<file path="src/rtl/lrs_pkg.sv">
// ----------------------------------------------------------------------------
// lrs_pkg
// Shared types and codes of the link retry supervisor: event, result and
// configuration records, action, link state, command and error codes.
// ----------------------------------------------------------------------------
`timescale 1ns / 1ps
`default_nettype none

package lrs_pkg;

  // Event kinds
  localparam logic [1:0] ACT_TICK        = 2'd0;
  localparam logic [1:0] ACT_SETUP       = 2'd1;
  localparam logic [1:0] ACT_CREDENTIALS = 2'd2;
  localparam logic [1:0] ACT_FACTORY     = 2'd3;

  // Reported link states
  localparam logic [2:0] LINK_CONNECTING   = 3'd0;
  localparam logic [2:0] LINK_CONNECTED    = 3'd1;
  localparam logic [2:0] LINK_ADVANCED_UP  = 3'd2;
  localparam logic [2:0] LINK_SSID_MISSING = 3'd3;
  localparam logic [2:0] LINK_BAD_CREDS    = 3'd4;
  localparam logic [2:0] LINK_ADV_FAILED   = 3'd5;

  // Modes
  localparam logic MODE_WAITING      = 1'b0;
  localparam logic MODE_BOOTSTRAPPED = 1'b1;

  // Connect commands
  localparam logic [1:0] CMD_NONE         = 2'd0;
  localparam logic [1:0] CMD_PROVISIONING = 2'd1;
  localparam logic [1:0] CMD_DESTINATION  = 2'd2;
  localparam logic [1:0] CMD_ADVANCED     = 2'd3;

  // Error codes
  localparam logic [1:0] ERR_OK          = 2'd0;
  localparam logic [1:0] ERR_NOT_FOUND   = 2'd1;
  localparam logic [1:0] ERR_CREDENTIALS = 2'd2;
  localparam logic [1:0] ERR_ADVANCED    = 2'd3;

  // Configuration register indexes
  localparam int unsigned CFG_IDX_W = 8;
  localparam logic [CFG_IDX_W-1:0] REG_TIMEOUT       = 8'd0;
  localparam logic [CFG_IDX_W-1:0] REG_RETRIES_PROV  = 8'd1;
  localparam logic [CFG_IDX_W-1:0] REG_RETRIES_DEST  = 8'd2;
  localparam logic [CFG_IDX_W-1:0] REG_NEED_ADVANCED = 8'd3;
  localparam int unsigned CFG_DATA_W = 16;

  // Reset values of the registers
  localparam logic [15:0] TIMEOUT_RESET = 16'd5000;
  localparam logic [7:0]  RETRIES_RESET = 8'd3;

  localparam logic [7:0]  COUNT_MAX = 8'hFF;

  typedef struct packed {
    logic [15:0] attempt_timeout_ms;
    logic [7:0]  retries_provisioning;
    logic [7:0]  retries_destination;
    logic        need_advanced;
  } cfg_t;

  typedef struct packed {
    logic [1:0]  action;
    logic [31:0] now_ms;
    logic [2:0]  link_state;
    logic        credentials_present;
  } event_t;

  typedef struct packed {
    logic       mode;
    logic [1:0] command;
    logic [1:0] error_code;
  } result_t;

endpackage

`default_nettype wire

</file>
<file path="src/rtl/lrs_cfg.sv">
// ----------------------------------------------------------------------------
// lrs_cfg
// Configuration register file: timeout, retry limits and advanced flag.
// ----------------------------------------------------------------------------
`timescale 1ns / 1ps
`default_nettype none

module lrs_cfg (
  input  wire logic                            clk,
  input  wire logic                            rst,
  input  wire logic                            wr_en,
  input  wire logic [lrs_pkg::CFG_IDX_W-1:0]   wr_index,
  input  wire logic [lrs_pkg::CFG_DATA_W-1:0]  wr_data,
  output lrs_pkg::cfg_t                        cfg
);

  // Write the addressed register; unknown indexes are dropped
  always_ff @(posedge clk) begin
    if (rst) begin
      cfg.attempt_timeout_ms   <= lrs_pkg::TIMEOUT_RESET;
      cfg.retries_provisioning <= lrs_pkg::RETRIES_RESET;
      cfg.retries_destination  <= lrs_pkg::RETRIES_RESET;
      cfg.need_advanced        <= 1'b0;
    end else if (wr_en) begin
      case (wr_index)
        lrs_pkg::REG_TIMEOUT:       cfg.attempt_timeout_ms   <= wr_data[15:0];
        lrs_pkg::REG_RETRIES_PROV:  cfg.retries_provisioning <= wr_data[7:0];
        lrs_pkg::REG_RETRIES_DEST:  cfg.retries_destination  <= wr_data[7:0];
        lrs_pkg::REG_NEED_ADVANCED: cfg.need_advanced        <= wr_data[0];
        default: ;
      endcase
    end
  end

endmodule

`default_nettype wire

</file>
<file path="src/rtl/lrs_core.sv">
// ----------------------------------------------------------------------------
// lrs_core
// Supervisor state and its combinational update: mode, credentials flag,
// attempt counter, three deadlines and last error.
// ----------------------------------------------------------------------------
`timescale 1ns / 1ps
`default_nettype none

module lrs_core (
  input  wire logic            clk,
  input  wire logic            rst,
  input  wire logic            step,
  input  wire lrs_pkg::event_t ev,
  input  wire lrs_pkg::cfg_t   cfg,
  output lrs_pkg::result_t     res
);

  logic        mode, mode_next;
  logic        has_cred, has_cred_next;
  logic [7:0]  count, count_next;
  logic [31:0] prov_dl, prov_dl_next;
  logic [31:0] dest_dl, dest_dl_next;
  logic [31:0] adv_dl, adv_dl_next;
  logic [1:0]  last_err, last_err_next;
  logic [1:0]  cmd;

  logic [32:0] dl_sum;
  logic [31:0] deadline;
  logic [7:0]  count_bumped;
  logic        to_waiting, to_boot;
  logic [1:0]  wait_code;

  // Saturating deadline and counter increment
  assign dl_sum       = {1'b0, ev.now_ms} + {17'd0, cfg.attempt_timeout_ms};
  assign deadline     = dl_sum[32] ? 32'hFFFF_FFFF : dl_sum[31:0];
  assign count_bumped = (count == lrs_pkg::COUNT_MAX) ? count : count + 8'd1;

  // Event decode and state update
  always_comb begin
    mode_next     = mode;
    has_cred_next = has_cred;
    count_next    = count;
    prov_dl_next  = prov_dl;
    dest_dl_next  = dest_dl;
    adv_dl_next   = adv_dl;
    last_err_next = last_err;
    cmd           = lrs_pkg::CMD_NONE;
    to_waiting    = 1'b0;
    to_boot       = 1'b0;
    wait_code     = lrs_pkg::ERR_OK;

    case (ev.action)
      lrs_pkg::ACT_SETUP: begin
        has_cred_next = ev.credentials_present;
        to_boot       = ev.credentials_present;
        to_waiting    = !ev.credentials_present;
      end
      lrs_pkg::ACT_CREDENTIALS: begin
        has_cred_next = 1'b1;
        to_boot       = 1'b1;
      end
      lrs_pkg::ACT_FACTORY: begin
        has_cred_next = 1'b0;
        to_waiting    = 1'b1;
      end
      default: begin
        if (mode == lrs_pkg::MODE_WAITING) begin
          // Retry provisioning once the deadline has been reached
          if (ev.link_state != lrs_pkg::LINK_CONNECTED && prov_dl <= ev.now_ms) begin
            prov_dl_next = deadline;
            cmd          = lrs_pkg::CMD_PROVISIONING;
            if (has_cred) begin
              count_next = count_bumped;
              to_boot    = (count_bumped >= cfg.retries_provisioning);
            end
          end
        end else begin
          case (ev.link_state)
            lrs_pkg::LINK_SSID_MISSING: begin
              to_waiting = 1'b1;
              wait_code  = lrs_pkg::ERR_NOT_FOUND;
            end
            lrs_pkg::LINK_BAD_CREDS: begin
              to_waiting = 1'b1;
              wait_code  = lrs_pkg::ERR_CREDENTIALS;
            end
            lrs_pkg::LINK_ADV_FAILED: begin
              to_waiting = 1'b1;
              wait_code  = lrs_pkg::ERR_ADVANCED;
            end
            lrs_pkg::LINK_ADVANCED_UP: begin
              last_err_next = lrs_pkg::ERR_OK;
            end
            lrs_pkg::LINK_CONNECTED: begin
              if (!cfg.need_advanced) begin
                last_err_next = lrs_pkg::ERR_OK;
              end else if (count > cfg.retries_destination) begin
                to_waiting = 1'b1;
                wait_code  = lrs_pkg::ERR_ADVANCED;
              end else if (ev.now_ms > adv_dl) begin
                count_next  = count_bumped;
                adv_dl_next = deadline;
                cmd         = lrs_pkg::CMD_ADVANCED;
              end
            end
            default: begin
              // Still connecting: retry the destination network
              if (ev.now_ms > dest_dl) begin
                dest_dl_next = deadline;
                count_next   = count_bumped;
                cmd          = lrs_pkg::CMD_DESTINATION;
                if (count_bumped >= cfg.retries_destination) begin
                  to_waiting = 1'b1;
                  wait_code  = lrs_pkg::ERR_NOT_FOUND;
                end
              end
            end
          endcase
        end
      end
    endcase

    // Mode entries override the per-state updates
    if (to_waiting) begin
      count_next    = 8'd0;
      dest_dl_next  = 32'd0;
      adv_dl_next   = 32'd0;
      last_err_next = wait_code;
      mode_next     = lrs_pkg::MODE_WAITING;
      prov_dl_next  = deadline;
      cmd           = lrs_pkg::CMD_PROVISIONING;
    end else if (to_boot) begin
      count_next    = 8'd0;
      prov_dl_next  = 32'd0;
      adv_dl_next   = 32'd0;
      last_err_next = lrs_pkg::ERR_OK;
      mode_next     = lrs_pkg::MODE_BOOTSTRAPPED;
      dest_dl_next  = deadline;
      cmd           = lrs_pkg::CMD_DESTINATION;
    end
  end

  assign res.mode       = mode_next;
  assign res.command    = cmd;
  assign res.error_code = last_err_next;

  // Advance state on each processed item
  always_ff @(posedge clk) begin
    if (rst) begin
      mode     <= lrs_pkg::MODE_WAITING;
      has_cred <= 1'b0;
      count    <= 8'd0;
      prov_dl  <= 32'd0;
      dest_dl  <= 32'd0;
      adv_dl   <= 32'd0;
      last_err <= lrs_pkg::ERR_OK;
    end else if (step) begin
      mode     <= mode_next;
      has_cred <= has_cred_next;
      count    <= count_next;
      prov_dl  <= prov_dl_next;
      dest_dl  <= dest_dl_next;
      adv_dl   <= adv_dl_next;
      last_err <= last_err_next;
    end
  end

endmodule

`default_nettype wire

</file>
<file path="src/rtl/link_retry_supervisor.sv">
// ----------------------------------------------------------------------------
// link_retry_supervisor
// Two-mode link supervisor: provisioning retries, destination and advanced
// connection retries with saturating deadlines, one result item per event.
//
//   channel  direction  handshake          payload
//   s_*      in         s_tvalid/s_tready  s_tuser action, s_tdata event fields
//   m_*      out        m_tvalid/m_tready  m_tdata mode, command, error code
//   cfg_*    in         cfg_valid/ready    cfg_index, cfg_data
//
// One item per cycle sustained while the result side takes them; each item
// passes through the input register and then the result register.
// The whole update is one pass of compares, a 33-bit add and the counter.
// A stalled output holds its result; one further item waits in the input
// register, after which s_tready drops. cfg_ready is always high.
// Synchronous reset restores the register defaults, the supervisor state and valid flags.
// ----------------------------------------------------------------------------
`timescale 1ns / 1ps
`default_nettype none

module link_retry_supervisor (
  input  wire logic                            clk,
  input  wire logic                            rst,
  // Event stream
  input  wire logic                            s_tvalid,
  output logic                                 s_tready,
  input  wire logic [39:0]                     s_tdata,  // now_ms[31:0], link_state[34:32],
                                                         // credentials_present[35], zeros
  input  wire logic [1:0]                      s_tuser,  // action[1:0]
  // Result stream
  output logic                                 m_tvalid,
  input  wire logic                            m_tready,
  output logic [7:0]                           m_tdata,  // mode[0], command[2:1],
                                                         // error_code[4:3], zeros
  // Configuration writes
  input  wire logic                            cfg_valid,
  output logic                                 cfg_ready,
  input  wire logic [lrs_pkg::CFG_IDX_W-1:0]   cfg_index,
  input  wire logic [lrs_pkg::CFG_DATA_W-1:0]  cfg_data
);

  lrs_pkg::cfg_t    cfg;
  lrs_pkg::event_t  ev;
  lrs_pkg::result_t res;
  lrs_pkg::result_t out_res;
  logic             in_valid;
  logic             advance;

  assign cfg_ready = 1'b1;

  lrs_cfg u_cfg (
    .clk      (clk),
    .rst      (rst),
    .wr_en    (cfg_valid),
    .wr_index (cfg_index),
    .wr_data  (cfg_data),
    .cfg      (cfg)
  );

  // Process the held item when the result slot is free or being emptied
  assign advance  = in_valid && (!m_tvalid || m_tready);
  assign s_tready = !in_valid || advance;

  // Input register
  always_ff @(posedge clk) begin
    if (rst) begin
      in_valid <= 1'b0;
    end else if (s_tready) begin
      in_valid <= s_tvalid;
    end
  end

  always_ff @(posedge clk) begin
    if (s_tvalid && s_tready) begin
      ev.action              <= s_tuser;
      ev.now_ms              <= s_tdata[31:0];
      ev.link_state          <= s_tdata[34:32];
      ev.credentials_present <= s_tdata[35];
    end
  end

  lrs_core u_core (
    .clk  (clk),
    .rst  (rst),
    .step (advance),
    .ev   (ev),
    .cfg  (cfg),
    .res  (res)
  );

  // Result register
  always_ff @(posedge clk) begin
    if (rst) begin
      m_tvalid <= 1'b0;
    end else if (advance) begin
      m_tvalid <= 1'b1;
    end else if (m_tready) begin
      m_tvalid <= 1'b0;
    end
  end

  always_ff @(posedge clk) begin
    if (advance) begin
      out_res <= res;
    end
  end

  assign m_tdata = {3'd0, out_res.error_code, out_res.command, out_res.mode};

  // A held item is never dropped while the result side stalls
  a_in_hold: assert property (@(posedge clk) disable iff (rst)
    (in_valid && !advance) |=> in_valid)
    else $error("input item lost while stalled");

  // Provisioning commands only come from waiting mode
  a_prov_mode: assert property (@(posedge clk) disable iff (rst)
    (m_tvalid && out_res.command == lrs_pkg::CMD_PROVISIONING)
      |-> out_res.mode == lrs_pkg::MODE_WAITING)
    else $error("provisioning command outside waiting mode");

  // Destination and advanced commands only come from bootstrapped mode
  a_dest_mode: assert property (@(posedge clk) disable iff (rst)
    (m_tvalid && (out_res.command == lrs_pkg::CMD_DESTINATION ||
                  out_res.command == lrs_pkg::CMD_ADVANCED))
      |-> out_res.mode == lrs_pkg::MODE_BOOTSTRAPPED)
    else $error("destination command outside bootstrapped mode");

  // Entering bootstrapped mode clears the error, so an error implies waiting
  a_err_mode: assert property (@(posedge clk) disable iff (rst)
    (m_tvalid && out_res.error_code != lrs_pkg::ERR_OK)
      |-> out_res.mode == lrs_pkg::MODE_WAITING)
    else $error("error reported in bootstrapped mode");

endmodule

`default_nettype wire

</file>
<file path="config.mk">
export PLATFORM = sky130hd
export DESIGN_NAME = link_retry_supervisor
export DESIGN_NICKNAME = d
export VERILOG_FILES = /design/src/rtl/lrs_pkg.sv /design/src/rtl/lrs_cfg.sv /design/src/rtl/lrs_core.sv /design/src/rtl/link_retry_supervisor.sv
export SDC_FILE = /design/constraint.sdc
export NUM_CORES = 1
export LEC_CHECK = 0
export BUFFER_PORTS_ARGS = -buffer_cell sky130_fd_sc_hd__buf_2
export CAP_MARGIN = 20
export CORE_MARGIN = 5
export CORE_UTILIZATION = 50
export DETAILED_ROUTE_END_ITERATION = 10
export GPL_TIMING_DRIVEN = 0
export PLACE_DENSITY = 0.74
export SLEW_MARGIN = 5
export SYNTH_ARGS = -nofsm -noshare
export SYNTH_HDL_FRONTEND = slang
export SYNTH_SLANG_ARGS = --single-unit
</file>
<file path="constraint.sdc">
create_clock -name clk -period 3.8 [get_ports clk]
set_clock_uncertainty 0.1 [all_clocks]
set_input_delay 0.19 -clock clk [delete_from_list [all_inputs] [get_ports clk]]
set_output_delay 0.19 -clock clk [all_outputs]
set_load 0.05 [all_outputs]
</file>
==> summary.txt <==
Status
  – Outcome: complete, but fails checks
  – Violated checks: negative setup slack

Worst hold path
  – Hold Path End: u_cfg.cfg[0]
  – HP Start: cfg_index[1]
  – Worst hold stages: 4
  – Worst hold path type: in -> reg

STA
  – Final worst path period share: 106.3%
  – Unrepaired setup endpoints after global routing: yes
  – Slew @ Worst Pin: 0.9547 ns
  – Min cycle time layout: 4.038 ns
  – Worst setup margin: -0.2375 ns
  – Final Hold Viols: 0
  – Final setup fails: 104
  – Headroom to the max-slew limit: 36.16%
  – F_max: 0.2477 GHz
  – Max-slew violation count: 0

Routing
  – Pre-antenna DRT Iters: 6
  – Post-DRT Antenna Nets: 0
  – Vias: 10666
  – Mean number of vias per cell: 6.119
  – Final wirelength: 36930 µm
  – Detailed-route wire length per cell: 21.19 µm
  – Number of DRC markers in iteration 0: 1218
  – Final routed DRC violation total: 0

Floorplan
  – Core Area: 0.02196 mm²
  – I/O pins: 82
  – Die Footprint: 0.02557 mm²
  – Die Wd: 159.9 µm
  – Initial core utilization: 51.17%
  – # rows: 54
  – Chip height: 159.9 µm

Layout
  – Final Net Count: 1659
  – Inserted Diodes: 0
  – Area Overhead vs Synth: 31.80%
  – Fin area: 0.01481 mm²
  – Layout cells sized above 1: 24.33%

Critical path
  – FF-to-FF setup slack: -0.24 ns
  – Max incr delay on CP: 0.45 ns
  – R2r endpoint: u_core.dest_dl[15]
  – Crit-path max FO: 6
  – Crit end category: flip-flop
  – CP Cell Sequence: ha_4 -> and2_4 -> nand4_1 -> nand4_1 -> or3_4 -> xnor2_4 -> ha_4 -> nand3_4 -> nor3_4 -> a21oi_2 -> nor2_1 -> o211ai_2 -> o221ai_4 -> or2_4 -> buf_6 -> clkbuf_16 -> nor2_4 -> o31ai_1
  – Worst path arrival time: 4.27 ns
  – Crit path max-delay cell type: or3_4
  – Critical setup path kind: reg -> reg
  – Required time of the critical path: 4.03 ns
  – Reg2reg start: u_core.count[0]
  – Worst reg2reg path depth: 18
  – Worst setup SP type: flip-flop

Placement
  – Dpl hpwl: 24400 µm
  – Placer Congestion: 0.9584
  – I/O Buffers: 72
  – Post-place instance area: 0.01200 mm²

CTS
  – Clock sink count: 186
  – Cts bufs inserted: 17
  – Clock tree from TritonCTS: built
  – Max Buffers Root-to-Sink: 2
  – Worst-Skew Late Latency: 0.46 ns
  – H-tree depth: 4
  – Worst-path clk slew: 0.08 ns
  – Root buf cell: clkbuf_16

Pwr
  – P_leak: 0.006168 µW
  – Max VDD drop: 0.0002058 V
  – Pwr/cell area: 324.3 mW/mm²
  – Overall Power: 4803 µW

Synth
  – Yosys top cell by area: dfxtp_1
  – Synth Area in Compound Gates: 19.08%
  – Synth Flop Type: dfxtp_1
  – Synth cell count leaders: dfxtp_1 (143), ha_1 (137), inv_1 (131)
  – Synth Area in Adders: 15.43%
  – Mux contribution to synthesized area: 3.474%
  – FF+latch count, synth: 186
  – Post-synth ARST share: 0%
  – Largest family of logic cells by synthesized area: compound AO/OA/AOI/OAI gates
  – Cells after Synth: 1244
  – Post-synthesis sequential area ratio: 36.97%
  – Post-Syn Area: 0.01124 mm²
  – Count leader, synth: dfxtp_1
  – Netlist cell types: 80
  – Avg Cell Area, Syn: 9.032 µm²
  – Synthesis Warnings: 0
  – Synth area leaders: dfxtp_1 (25%), ha_1 (15%), edfxtp_1 (11%), a21oi_1 (4.7%), inv_1 (4.4%)
  – Xor and xnor area share after synthesis: 1.637%
  – Synth top area share: 25.48%
  – Post-synth EDFFs: 43
  – Post-synthesis simple-gate area fraction: 16.45%

GRT
  – First-pass GRT wire length: 53390 µm
  – Largest net degree at the start of global routing: 22
  – GR Overflow Total: 0
  – Initial antenna violation count: 0
  – All-Layer GR Usage: 26.15%
  – Vias in the first global route: 10012

Run
  – MaxCap Viol Count: 0
-- cell type report --
cell class	instances	area [µm²]
Clock inverter	12	122.6
Inverter	132	498.0
Sequential cell	186	4168
Tap cell	280	350.3
Clock buffer	20	467.9
Buffer	54	451.7
Timing Repair Buffer	185	1597
Fill cell	1597	7149
Multi-Input combinational cell	874	7154
-- cell families (layout without fill, tap and decap cells) --
logic type                 after synthesis  after routing
and+or+nand+nor                        367            367
AOI/OAI and AO/OA                      305            305
muxes                                   39             39
DFF                                    186            186
buffers and inverters                  186            403
xor gates and xnor gates                21             21
adders and majority gates              138            138
other                                    2              4
-- power by group --
part           switching [µW]  total (µW)  leakage (µW)  internal [µW]
clock                     863        1840      0.000295            981
combinational             471         807       0.00429            337
sequential               66.6        2150       0.00158           2090
total                    1400        4800       0.00617           3400
-- through the flow --
| stage | instances | hold slack (ns) | setup TNS (ns) | setup slack [ns] | util [%] |
|---|---|---|---|---|---|
| 6_report | 1743 | 0.02161 | -12.10 | -0.2375 | 67.44 |
| 5_1_grt | 1743 | 0.03391 | -25.03 | -0.3298 | 67.44 |
| 4_1_cts | 1715 | 0.01322 | -0.07125 | -0.02321 | 62.63 |
| 3_5_place_dp | 1600 | 0.2681 | -111.48 | -1.259 | 54.63 |
| 3_3_place_gp | 1598 | 0.2669 | -109.79 | -1.234 | 54.46 |
| 2_1_floorplan | 1246 | 0.1889 | 0 | 0.01678 | - |
-- worst max-delay path, delay by kind of cell (launching register included) --
| family | cells | cell delay [ns] |
|---|---|---|
| and+or+nand+nor | 9 | 1.65 |
| AOI/OAI and AO/OA | 4 | 0.94 |
| adders and majority gates | 2 | 0.45 |
| DFF | 1 | 0.36 |
| buffers and inverters | 2 | 0.27 |
| xor gates and xnor gates | 1 | 0.16 |
-- layout by cell type (no fill, tap or decap), types with 9 or more instances in the layout --
master and n:
buf_2 75, mux2i_1 39, a21o_1 21, nand2_1 82, xnor2_1 13, nor2_1 69
buf_4 36, o31ai_1 10, clkbuf_16 25, dfxtp_1 138, o2bb2ai_2 13, ha_1 133
o2bb2ai_1 16, nor2b_1 9, edfxtp_1 43, clkbuf_1 19, a21oi_2 20, inv_1 129
o211ai_1 11, a21oi_1 86, nand3_1 40, buf_6 23, nand4_1 36, a31o_2 11
or3_4 12, nand3_2 20, or3_1 11, dlygate4sd3_1 56, o21ai_0 34, nor3_1 15
nand2b_1 14
-- worst max-delay path by stage --
stage	start	endpoint	slack (ns)	cells past startpoint
floorplan	u_core.count[0]	m_tdata[3]	0.02	17
global placement	u_core.count[3]	u_core.prov_dl[3]	-1.23	15
detailed placement	u_core.count[3]	u_core.prov_dl[18]	-1.26	15
CTS	u_core.count[0]	u_core.adv_dl[18]	-0.02	15
global route	u_core.count[0]	u_core.dest_dl[15]	-0.33	18
finish	u_core.count[0]	u_core.dest_dl[15]	-0.24	18
-- flip-flops by register name (all words and copies together) (netlist names), 2 cells and up --
name / cells
ev: 38
u_cfg.cfg: 33
u_core.adv_dl: 32
u_core.dest_dl: 32
u_core.prov_dl: 32
u_core.count: 8
m_tdata: 5
u_core.last_err: 2
-- metal layers --
| metal | share of wire, % | vias to the layer above | global-route usage [%] |
|---|---|---|---|
| met5 | 0 | - | 0 |
| met4 | 4.2 | 0 | 9.503 |
| met3 | 10 | 142 | 5.258 |
| met2 | 46 | 593 | 42.59 |
| met1 | 40 | 4989 | 34.62 |
| li1 | - | 4942 | - |
-- timing repair --
action,4_1_cts,5_1_grt
hold buffers,56,0
gates resized for setup,89,171
pin swaps,34,92
setup buffers,26,18
hold endpoints to repair,73,0
cloned,1,10
endpoints found under the setup margin,112,111
(Power assumes the default switching activity.)
